`config.mk`:
```
export PLATFORM = sky130hd
export DESIGN_NAME = prbi_ctrl
export DESIGN_NICKNAME = d
export VERILOG_FILES = /design/src/hdl/prbi_pkg.sv /design/src/hdl/prbi_ctrl.sv
export SDC_FILE = /design/constraint.sdc
export NUM_CORES = 1
export LEC_CHECK = 0
export ABC_AREA = 1
export BUFFER_PORTS_ARGS = -buffer_cell sky130_fd_sc_hd__buf_4
export CORE_ASPECT_RATIO = 1.5
export CORE_MARGIN = 2
export CORE_UTILIZATION = 52
export CTS_CLUSTER_DIAMETER = 100
export DETAILED_ROUTE_END_ITERATION = 8
export PLACE_DENSITY = 0.73
export SKIP_LAST_GASP = 1
export SLEW_MARGIN = 20
export SYNTH_ARGS = -nofsm -noshare
export SYNTH_HDL_FRONTEND = slang
export SYNTH_SLANG_ARGS = --single-unit
```
`constraint.sdc`:
```
create_clock -name aclk -period 2.35 [get_ports aclk]
set_clock_uncertainty 0.1 [all_clocks]
set_input_delay 0.1175 -clock aclk [delete_from_list [all_inputs] [get_ports aclk]]
set_output_delay 0.1175 -clock aclk [all_outputs]
set_load 0.02 [all_outputs]
```
`src/hdl/prbi_pkg.sv`:
```
package prbi_pkg;

    localparam int MAX_REGIONS_DEF  = 8;
    localparam int MAX_VERTICES_DEF = 16;

    localparam int COORD_W = 16;
    localparam int AXIS_W  = COORD_W + 1;
    localparam int PROD_W  = AXIS_W + COORD_W;
    localparam int PROJ_W  = PROD_W + 1;

    // Box corner order: (x1,y1), (x2,y1), (x2,y2), (x1,y2)
    localparam logic [1:0] CORNER_X1Y1 = 2'd0;
    localparam logic [1:0] CORNER_X2Y1 = 2'd1;
    localparam logic [1:0] CORNER_X2Y2 = 2'd2;
    localparam logic [1:0] CORNER_X1Y2 = 2'd3;

    typedef enum logic [1:0] {
        AXIS_EDGE = 2'd0,
        AXIS_X    = 2'd1,
        AXIS_Y    = 2'd2
    } axis_sel_t;

    typedef struct packed {
        logic       we;
        logic       box_load;
        logic       cap_a;
        logic       axis_load;
        axis_sel_t  axis_sel;
        logic       issue;
        logic       first;
        logic       is_box;
        logic [1:0] corner;
    } prbi_cmd_t;

    typedef struct packed {
        logic sep;
    } prbi_status_t;

endpackage

```
`src/hdl/prbi_ctrl.sv`:
```
module prbi_ctrl #(
    parameter int MAX_REGIONS  = prbi_pkg::MAX_REGIONS_DEF,
    parameter int MAX_VERTICES = prbi_pkg::MAX_VERTICES_DEF,
    parameter int AW           = $clog2(MAX_REGIONS * MAX_VERTICES)
) (
    input  logic                   aclk,
    input  logic                   aresetn,
    input  logic                   s_valid,
    output logic                   s_ready,
    input  logic                   s_mode,
    input  logic                   s_last_vertex,
    output logic                   m_valid,
    input  logic                   m_ready,
    output logic                   m_intrudes,
    output prbi_pkg::prbi_cmd_t    cmd,
    output logic [AW-1:0]          waddr,
    output logic [AW-1:0]          raddr,
    input  prbi_pkg::prbi_status_t status
);
    import prbi_pkg::*;

    localparam int VCW = $clog2(MAX_VERTICES + 1);
    localparam int KW  = $clog2(MAX_VERTICES + 4);
    localparam int RCW = $clog2(MAX_REGIONS + 1);
    localparam int RIW = (MAX_REGIONS > 1) ? $clog2(MAX_REGIONS) : 1;
    localparam int BW  = AW + 1;

    typedef enum logic [9:0] {
        ST_IDLE   = 10'b0000000001,
        ST_REGION = 10'b0000000010,
        ST_ASTART = 10'b0000000100,
        ST_EDGE_A = 10'b0000001000,
        ST_EDGE_B = 10'b0000010000,
        ST_AXIS   = 10'b0000100000,
        ST_PROJ   = 10'b0001000000,
        ST_DRAIN  = 10'b0010000000,
        ST_CHECK  = 10'b0100000000,
        ST_DONE   = 10'b1000000000
    } state_t;

    state_t state_reg, state_next;
    logic [RCW-1:0] closed_reg, closed_next;
    logic [VCW-1:0] building_reg, building_next, bnew;
    logic [VCW-1:0] sizes_reg [MAX_REGIONS];
    logic [BW-1:0]  lbase_reg, lbase_next, tbase_reg, tbase_next;
    logic [RCW-1:0] r_reg, r_next;
    logic [KW-1:0]  a_reg, a_next, k_reg, k_next;
    logic [1:0]     drain_reg, drain_next;
    logic           hit_reg, hit_next;
    logic           mv_reg, mv_next, mi_reg, mi_next;
    logic [VCW-1:0] n_cur;
    logic [KW-1:0]  n_k, a_inc, k_off, off;
    logic [BW-1:0]  wsum, rsum;
    logic           accept, size_we;

    assign accept = s_valid && s_ready;
    assign n_cur  = sizes_reg[r_reg[RIW-1:0]];
    assign n_k    = KW'(n_cur);
    assign a_inc  = a_reg + KW'(1);
    assign k_off  = k_reg - n_k;
    assign wsum   = lbase_reg + BW'(building_reg);
    assign waddr  = wsum[AW-1:0];
    assign rsum   = tbase_reg + BW'(off);
    assign raddr  = rsum[AW-1:0];

    always_comb begin
        case (state_reg)
            ST_EDGE_A: off = a_reg;
            ST_EDGE_B: off = (a_inc == n_k) ? '0 : a_inc;
            default:   off = k_reg;
        endcase
    end

    always_comb begin
        state_next    = state_reg;
        closed_next   = closed_reg;
        building_next = building_reg;
        lbase_next    = lbase_reg;
        tbase_next    = tbase_reg;
        r_next        = r_reg;
        a_next        = a_reg;
        k_next        = k_reg;
        drain_next    = drain_reg;
        hit_next      = hit_reg;
        mv_next       = (m_valid && m_ready) ? 1'b0 : mv_reg;
        mi_next       = mi_reg;
        size_we       = 1'b0;
        bnew          = building_reg;
        s_ready       = (state_reg == ST_IDLE);
        cmd           = '0;
        cmd.axis_sel  = AXIS_EDGE;

        case (state_reg)
            ST_IDLE: begin
                if (accept && !s_mode) begin
                    if (closed_reg < RCW'(MAX_REGIONS)) begin
                        if (building_reg < VCW'(MAX_VERTICES)) begin
                            cmd.we = 1'b1;
                            bnew   = building_reg + VCW'(1);
                        end
                        if (s_last_vertex) begin
                            size_we       = 1'b1;
                            closed_next   = closed_reg + RCW'(1);
                            lbase_next    = lbase_reg + BW'(MAX_VERTICES);
                            building_next = '0;
                        end else begin
                            building_next = bnew;
                        end
                    end
                end else if (accept) begin
                    cmd.box_load = 1'b1;
                    r_next       = '0;
                    tbase_next   = '0;
                    hit_next     = 1'b0;
                    state_next   = ST_REGION;
                end
            end
            ST_REGION: begin
                if (r_reg == closed_reg) begin
                    state_next = ST_DONE;
                end else if (n_cur == '0) begin
                    r_next     = r_reg + RCW'(1);
                    tbase_next = tbase_reg + BW'(MAX_VERTICES);
                end else begin
                    a_next     = '0;
                    state_next = ST_ASTART;
                end
            end
            ST_ASTART: begin
                state_next = (a_reg < n_k) ? ST_EDGE_A : ST_AXIS;
            end
            ST_EDGE_A: begin
                state_next = ST_EDGE_B;
            end
            ST_EDGE_B: begin
                cmd.cap_a  = 1'b1;
                state_next = ST_AXIS;
            end
            ST_AXIS: begin
                cmd.axis_load = 1'b1;
                if (a_reg < n_k)       cmd.axis_sel = AXIS_EDGE;
                else if (a_reg == n_k) cmd.axis_sel = AXIS_X;
                else                   cmd.axis_sel = AXIS_Y;
                k_next     = '0;
                state_next = ST_PROJ;
            end
            ST_PROJ: begin
                cmd.issue  = 1'b1;
                cmd.is_box = (k_reg >= n_k);
                cmd.corner = k_off[1:0];
                cmd.first  = (k_reg == '0) || (k_reg == n_k);
                k_next     = k_reg + KW'(1);
                if (k_reg == n_k + KW'(3)) begin
                    drain_next = '0;
                    state_next = ST_DRAIN;
                end
            end
            ST_DRAIN: begin
                // wait until the last beat reaches min/max
                drain_next = drain_reg + 2'd1;
                if (drain_reg == 2'd2) state_next = ST_CHECK;
            end
            ST_CHECK: begin
                if (status.sep) begin
                    r_next     = r_reg + RCW'(1);
                    tbase_next = tbase_reg + BW'(MAX_VERTICES);
                    state_next = ST_REGION;
                end else if (a_reg == n_k + KW'(1)) begin
                    hit_next   = 1'b1;
                    state_next = ST_DONE;
                end else begin
                    a_next     = a_inc;
                    state_next = ST_ASTART;
                end
            end
            ST_DONE: begin
                if (!mv_reg || m_ready) begin
                    mv_next    = 1'b1;
                    mi_next    = hit_reg;
                    state_next = ST_IDLE;
                end
            end
            default: state_next = ST_IDLE;
        endcase
    end

    always_ff @(posedge aclk) begin
        if (!aresetn) begin
            state_reg    <= ST_IDLE;
            closed_reg   <= '0;
            building_reg <= '0;
            lbase_reg    <= '0;
            mv_reg       <= 1'b0;
            for (int i = 0; i < MAX_REGIONS; i++) sizes_reg[i] <= '0;
        end else begin
            state_reg    <= state_next;
            closed_reg   <= closed_next;
            building_reg <= building_next;
            lbase_reg    <= lbase_next;
            mv_reg       <= mv_next;
            if (size_we) sizes_reg[closed_reg[RIW-1:0]] <= bnew;
        end
    end

    always_ff @(posedge aclk) begin
        tbase_reg <= tbase_next;
        r_reg     <= r_next;
        a_reg     <= a_next;
        k_reg     <= k_next;
        drain_reg <= drain_next;
        hit_reg   <= hit_next;
        mi_reg    <= mi_next;
    end

    assign m_valid    = mv_reg;
    assign m_intrudes = mi_reg;

endmodule
```
# After elaboration in Yosys (flattened, before gate mapping)

Memories as Yosys holds them, arrays and structs flattened. A register that Yosys moved wholly into a read port is not among the register bits.
Index checks and enable logic that the tools add are counted.

Flip-flop bits (word level): 54
Memory bits (writable): 40
Bits of input ports: 7
Word-level logic and storage cells: 152
Memories kept: 1

Memories:

| name      | depth | width | read ports | clocked after memory_dff | write ports | line            | text |
|---|---|---|---|---|---|---|---|
| sizes_reg | 8     | 5     | 1          | 1                        | 8           | prbi_ctrl.sv:44 | `logic [VCW-1:0] sizes_reg [MAX_REGIONS];` |

Add/subtract/negate cells: 13
$lt $le $gt $ge: 4
Eq/ne operators: 30
Multiplexer cells: 69
Reductions and logical operators: 23

Operator list:

| kind                 | number |
|---|---|
| $pmux 10 s10         | 1 |
| $mux 10              | 9 |
| $mux 5               | 12 |
| $mux 8               | 5 |
| $pmux 5 s2           | 3 |
| $eq 5x5->1           | 5 |
| $pmux 8 s3           | 1 |
| $mux 1               | 22 |
| $ne 2x2->1 const B   | 11 |
| $add 5x1->5 const B  | 4 |
| $mux 4               | 5 |
| $add 8x5->8 const B  | 2 |
| $add 7x5->7          | 2 |
| $pmux 4 s3           | 1 |
| $reduce_and 6->1     | 2 |
| $eq 10x1->1 const B  | 1 |
| $eq 10x10->1 const B | 1 |
| $eq 10x2->1 const B  | 1 |
| $eq 10x3->1 const B  | 1 |
| $eq 10x4->1 const B  | 1 |
| $eq 10x5->1 const B  | 1 |
| $eq 10x6->1 const B  | 1 |
| $eq 10x7->1 const B  | 1 |
| $eq 10x8->1 const B  | 1 |
| other kinds (29)     | 45 |

# Longest topological paths before layout

Gate-level depths: netlist of the first run.

Depth in word-level cells: 10
Gate-level depth with buffers: 19
Mapped depth without buffers: 18

# Worst setup path after synthesis of the first run

No wires, ideal clock.

Path kind: flip-flop to output port
From: register with a tool-made name
To: output raddr[6]
Arrival: 2,385 ps
Data required time: 2,132 ps
Path slack: -252 ps
Cell stages (with the launch flop): 17
Path buffers: 1
Path through: dfxtp_1 > inv_2 > buf_4 > nand2_1 > nand2_1 > nand2_1 > nand2_1 > nand2_1 > nand2_1 > ha_1 > a21oi_1 > nand4_1 > nand3_1 > o221ai_1 > ha_1 > ha_1 > xor2_1

RTL lines:

| item             | line            | text |
|---|---|---|
| end: declaration | prbi_ctrl.sv:17 | `output logic [AW-1:0] raddr,` |

==> key figures, run 1 <==
Timing
  • Slew @ Worst Pin: 0.589 ns
  • RSZ-0062 raised after global routing: yes
  • Final Cycle Share: 1.23
  • # setup viols final: 40
  • Max_slew headroom: 0.604
  • Hold Vio Cnt, Final: 0
  • Final Max Tran Viols: 0
  • Minimum clock period: 2.90 ns
  • Worst setup margin: -0.546 ns
  • Highest clock rate: 0.345 GHz

Pwr
  • Gate power share: 0.569
  • Pleak: 3.47 nW
  • Switching Share: 0.407
  • IR drop worst, VDD: roughly 0.87 mV
  • NetSw: roughly 0.0036 W
  • Total power: 0.00893 W
  • Sequential Power Share: 0.231
  • P_int: approximately 0.0053 W
  • Part of the power in the clock network: 0.200
  • P per Cell Area: 1190 nW/µm²

Global route
  • GRT Total Usage: 0.277
  • Antenna violations before repair: 0
  • Vias in the first global route: ~5000
  • M3 GR Usage: 0.0612
  • GRT overflow: 0
  • Largest net degree at the start of global routing: 19
  • Routing usage on met2: 0.509
  • Met1 GRT Util: 0.282
  • First-pass GRT wire length: 23.4 mm
  • Top Usage Layer GRT: met2

Final layout
  • Finished Cell Area: around 7500 µm²
  • N_diodes: 0
  • Reg area: between 2000 and 2500 µm²
  • Layout Cells excl Fill: 913
  • Filler cells: between 600 and 700
  • Area Overhead vs Synth: 40.2%
  • Layout cell share with drive strength beyond 1: 0.381
  • Max FFs per register: 40
  • Core Util, Final: 0.743
  • Multi-input gate area in the final layout: 3040 µm²
  • Final nets: 824

Place
  • GP Congestion: 0.929
  • Post-place setup slack: -0.264 ns
  • Placed inst area: approximately 6200 µm²
  • Placed cells: between 800 and 900
  • PortBufs: 34
  • DP HPWL: 10.3 mm

Synthesis
  • Post-synthesis cell count: 655
  • Synth Register Bits: 87
  • Yosys top cell area share: 0.343
  • Ys async rst share: 0
  • Sequential area share after synthesis: 0.440
  • Post-synth top cells: 134 x nand2_1, 106 x nor2_1, 97 x inv_1
  • Syn avg cell area: 8.15 µm²
  • EDFF count, synth: 61
  • Main flop type after synthesis: edfxtp_1
  • Number of distinct library cells after synthesis: 44
  • Synthesized area: 5340 µm²
  • Synth area leaders: edfxtp_1 34%, dfxtp_1 9.7%, nand2_1 9.4%
  • Yosys Warn Count: 0
  • Syn_nets: 688
  • Leading area contributor after synthesis: edfxtp_1
  • Top-count cell post-synth: nand2_1

Status
  • Failing checks: setup timing
  • Outcome: finished, violations left

Critical path
  • Max FO, Critical Path: 5
  • CP Launch Type: flop
  • Critical Path RT: 2.13 ns
  • CP Data Arrival Time: 2.68 ns
  • Worst Setup End Kind: output pin
  • Worst reg2reg setup slack: -0.50 ns
  • Crit path kind: flop to output pin

Die
  • Row Count: 45
  • Core area: ~10000 µm²
  • Die Footprint: 11100 µm²
  • Die height: between 100 and 150 µm
  • Io pins: 35
  • Die width: 86.8 µm
  • Starting Density: 0.530

Clock network
  • Clk buf depth: 2
  • Clock Latency Late Sink: around 0.35 ns
  • Clock root cell: clkbuf_16
  • H-tree depth: 3
  • TritonCTS clock tree: yes
  • Clock slew at reported path FFs: 0.06 ns
  • Clock Sink Count: 87
  • Num CTS Buffers: 9

Routing
  • WL/cell: 17.0 µm
  • Routed WL: 15.5 mm
  • Initial DRC count: 323
  • Vias/cell: about 5.4
  • Routed Antenna Nets: 0
  • Via count: around 5000
  • DR pass1 iterations: 5
  • DRC: 0

Min path
  • Hold Crit Class: input pin to flop

Flow run
  • Max-cap violations: 0
## power groups by stage
stage / logic (W) / clock network, W / registers [W]
6_report: 0.00508 / 0.00179 / 0.00206
3_3_place_gp: 0.00346 / 0 / 0.00205
3_5_place_dp: 0.00357 / 0 / 0.00206
2_1_floorplan: 0.00231 / 0 / 0.00201
5_1_grt: 0.00544 / 0.00186 / 0.00208
4_1_cts: 0.00437 / 0.00179 / 0.00205
## logic make-up (layout without fill, tap and decap cells)
logic type / count (synthesis) / after routing / share of synthesized area
AND/OR/NAND/NOR: 350 / 350 / 0.313
buffers and inverters: 126 / 267 / 0.0956
flip-flops: 87 / 87 / 0.440
AO/OA/AOI/OAI: 41 / 41 / 0.0490
adder cells (fa/ha/maj): 26 / 26 / 0.0609
XOR/XNOR: 24 / 24 / 0.0394
multiplexers: 1 / 1 / 0.00211
## metal layers
| metal | vias to the layer above | share of wire |
|---|---|---|
| li1 | 2365 | - |
| met1 | 2359 | 0.36 |
| met2 | 185 | 0.55 |
| met3 | 60 | 0.040 |
| met4 | 0 | 0.054 |
| met5 | - | 0 |
## final timing paths
path,from,to,depth (start not counted)
setup reg to reg,a_reg[0],a_reg[4],18
setup / recovery,flop,raddr[6],16
hold / removal,status,hit_reg,4
hold reg to reg,hit_reg,m_intrudes,0
## timing repair
item | CTS | global route
buffers inserted | 26 | 13
pin swaps | 42 | 52
hold buffers | 3 | 0
resized for setup | 77 | 65
endpoints found under the setup margin | 38 | 58
cloned | 1 | 1
hold endpoints to repair | 3 | 0
## critical path: stages (launching register included)
cell,delay (ns)
dfxtp_4,0.39
buf_6,0.14
nand2_2,0.05
nand2_1,0.06
nand2_1,0.06
nand2_1,0.06
nand2_1,0.06
nand2_2,0.12
ha_4,0.22
a21oi_2,0.13
nand4_1,0.15
nand3_2,0.14
o221ai_4,0.13
ha_4,0.20
ha_4,0.17
xor2_4,0.14
buf_6,0.13
## cells in the final DEF, fill, tap and decap left out, types with 4 or more instances in the layout
master     count
dfxtp_1       24
nand3_2       25
a21oi_2        5
xnor2_1        8
nor2_2         7
nand3_1       32
nand3_4        4
buf_4        112
nor3_1         5
ha_4          11
xor2_1        11
buf_6         22
nor2_1        99
inv_2         14
ha_1          13
clkbuf_16      9
o21ai_0        8
nand2_1      107
nand4_1        9
nand2_2       30
nor2_4         8
a21oi_1        9
nand2_4       13
inv_1         91
edfxtp_1      61
bufinv_16      4
## area by class of cell
cell class | instances | area share
multi-input cells | 442 | 0.406
flip-flops and latches | 87 | 0.315
repair buffers | 137 | 0.149
inverters | 113 | 0.0605
clock buffers | 9 | 0.0301
well taps | 117 | 0.0195
clock inverters | 7 | 0.0192
repair inverters | 1 | 0.000835
## stage by stage
step | hold WS [ns] | TNS (ns)
2_1_floorplan | 0.115 | -0.00432
3_3_place_gp | 0.222 | -2.27
3_5_place_dp | 0.224 | -3.87
4_1_cts | 0.112 | -5.01
5_1_grt | 0.151 | -14.19
6_report | 0.142 | -9.65
Note: power is estimated with default switching activity, not from simulation.
==> run 2, diff against run 1 <==
--- a/config.mk
+++ b/config.mk
@@ -7,7 +7,7 @@
 export LEC_CHECK = 0
 export ABC_AREA = 1
 export BUFFER_PORTS_ARGS = -buffer_cell sky130_fd_sc_hd__buf_4
-export CORE_ASPECT_RATIO = 1.5
+export CORE_ASPECT_RATIO = 1.75
 export CORE_MARGIN = 2
 export CORE_UTILIZATION = 52
 export CTS_CLUSTER_DIAMETER = 100
==> run 2 against run 1 <==
Effect of this change: maximum frequency decreased by 0.47%; combinational power decreased by 5.3%; the flow still finishes with violations (setup timing); sequential cell count unchanged; register-to-register slack improved by 0.09 ns; first-iteration DRC count increased by 1.5%; via count decreased by 1.0%; non-clock buffer count decreased by 20; total power decreased by 8.2%.
==> key figures, run 2 (synthesis results as in run 1) <==
Timing
  • RSZ-0062 raised after global routing: yes
  • Max_slew headroom: 0.639 (+0.0349)
  • Final Max Tran Viols: 0 (unchanged)
  • Minimum clock period: 2.91 ns (+0.0138 ns)
  • Slew @ Worst Pin: 0.540 ns (-0.0489 ns)
  • Highest clock rate: 0.344 GHz (-0.47%)
  • # setup viols final: 31 (-23%)
  • Hold Vio Cnt, Final: 0 (unchanged)
  • Min Hold Slack: 0.164 ns (+0.0216 ns)
  • Final Cycle Share: 1.24 (+0.00587)
  • Worst setup margin: -0.560 ns (-0.0138 ns)

Final layout
  • Reg area: 2360 µm² (about the same)
  • Filler cells: 750 (+14%)
  • Most common cell after layout, fill and taps aside: nand2_1
  • Core Util, Final: 0.707 (-0.0355)
  • Final nets: 804 (-2.4%)
  • Commonest non-fill, non-tap cells in the layout: 117 x nand2_1, 101 x nor2_1, 96 x buf_4, 90 x inv_1, 61 x edfxtp_1
  • Finished Cell Area: 7160 µm² (-4.4%)
  • Multi-input gate area in the final layout: 2960 µm² (-2.6%)
  • Area Overhead vs Synth: 34.0%
  • N_diodes: 0 (unchanged)
  • Max FFs per register: 40 (unchanged)
  • Layout cell share with drive strength beyond 1: 0.340 (-0.0404)

Pwr
  • Part of the power in the clock network: 0.163 (-0.037)
  • NetSw: 0.00348 W (-4.1%)
  • Total power: 0.00820 W (-8.2%)
  • Switching Share: 0.425 (+0.0182)
  • Sequential Power Share: 0.250 (+0.019)
  • P_int: 0.00472 W (-11%)
  • Gate power share: 0.587 (+0.018)
  • IR drop worst, VDD: 0.860 mV (-1.1%)
  • Pleak: 3.31 nW (-4.8%)
  • P per Cell Area: 1150 nW/µm² (-3.9%)

Die
  • Core area: 10100 µm² (+0.37%)
  • Row Count: 49 (+8.9%)
  • Die width: 80.6 µm (-7.1%)
  • Starting Density: 0.528 (-0.00197)
  • Io pins: 35 (unchanged)
  • Die Footprint: 11100 µm² (+0.14%)
  • Die height: 138 µm (+7.8%)

Clock network
  • H-tree depth: 3 (unchanged)
  • Clock slew at reported path FFs: 0.06 ns (about the same)
  • TritonCTS clock tree: yes
  • Clock root cell: clkbuf_16
  • Clk buf depth: 2 (unchanged)
  • Clock Sink Count: 87 (unchanged)
  • Num CTS Buffers: 9 (unchanged)
  • Clock Latency Late Sink: 0.35 ns (about the same)

Routing
  • Routed Antenna Nets: 0 (unchanged)
  • Via count: 4918 (-1.0%)
  • Routed WL: 14.9 mm (-4.5%)
  • Vias/cell: 5.45 (about the same)
  • DR pass1 iterations: 7 (+2)
  • DRC: 0 (unchanged)
  • WL/cell: 16.4 µm (-3.4%)
  • Initial DRC count: 328 (+1.5%)

Place
  • PortBufs: 34 (unchanged)
  • DP HPWL: 10.1 mm (-1.6%)
  • GP Congestion: 0.864 (-7.0%)
  • Placed inst area: 6150 µm² (-1.0%)

Critical path
  • Worst Setup End Kind: output pin
  • Critical Path RT: 2.13 ns (about the same)
  • Worst reg2reg setup slack: -0.41 ns (+0.09 ns)
  • CP Data Arrival Time: 2.69 ns (about the same)
  • Max FO, Critical Path: 2 (-3)
  • Crit path kind: flop to output pin
  • CP Launch Type: flop

Global route
  • Met1 GRT Util: 0.254 (-0.0282)
  • GRT Total Usage: 0.262 (-0.0154)
  • Largest net degree at the start of global routing: 19 (unchanged)
  • GRT overflow: 0 (unchanged)
  • First-pass GRT wire length: 22.5 mm (-3.9%)
  • Antenna violations before repair: 0 (unchanged)
  • M3 GR Usage: 0.0470 (-0.0142)
  • Routing usage on met2: 0.493 (-0.0161)
  • Top Usage Layer GRT: met2
  • Vias in the first global route: 4917 (-1.3%)

Flow run
  • Max-cap violations: 0 (unchanged)

Min path
  • Hold Crit Class: input pin to flop

Status
  • Failing checks: setup timing
  • Outcome: finished, violations left
-- run 2: power groups by stage --
stage                     clock network, W  logic (W)  registers [W]
after global placement                   0    0.00341        0.00204
after detailed placement                 0    0.00350        0.00206
after CTS                          0.00134    0.00415        0.00204
final                              0.00134    0.00481        0.00205
after floorplan                          0    0.00231        0.00201
after global routing               0.00141    0.00516        0.00207
-- run 2: worst max-delay path, cell delays in order (launching register included) --
cell      delay [ns]
edfxtp_1        0.42
ha_2            0.22
nand3_2         0.09
xor2_2          0.20
inv_2           0.07
xor2_1          0.14
a21oi_1         0.15
nand4_1         0.15
nand3_1         0.12
o221ai_2        0.14
ha_4            0.20
ha_4            0.17
xor2_4          0.15
buf_6           0.13
-- run 2: layout make-up --
| class | count | share of cell area |
|---|---|---|
| multi-input combinational | 442 | 0.413 |
| sequential | 87 | 0.329 |
| timing repair buffer | 117 | 0.134 |
| inverter | 113 | 0.0622 |
| clock buffer | 10 | 0.0320 |
| tap | 127 | 0.0222 |
| clock inverter | 6 | 0.00629 |
| timing repair inverter | 1 | 0.000874 |
-- run 2: metal layers --
| layer | part of all wire | wire length, µm |
|---|---|---|
| met1 | 0.34 | 5030 |
| met2 | 0.56 | 8250 |
| met3 | 0.045 | 668 |
| met4 | 0.061 | 900 |
| met5 | 0 | 0 |
-- run 2: through the flow --
stage | setup WS (ns) | TNS, ns | cells
detailed placement | -0.282 | -4.19 | 858
global route | -0.671 | -13.06 | 903
CTS | -0.453 | -5.34 | 901
global placement | -0.216 | -2.96 | 858
finish | -0.560 | -9.02 | 903
floorplan | -0.00432 | -0.00432 | 655
-- run 2: worst paths after layout --
path / startpoint / to / depth (start not counted)
min reg2reg: hit_reg / m_intrudes / 0
min: status / hit_reg / 4
max reg2reg: flop / state_reg[6] / 18
max: a_reg[1] / raddr[6] / 13
-- run 2: timing repair --
item | in CTS | in global routing
endpoints found under the setup margin | 36 | 62
pin swaps | 32 | 32
hold endpoints to repair | 3 | 0
buffers inserted | 23 | 9
resized for setup | 57 | 60
gates cloned | 1 | 1
hold buffers | 3 | 0
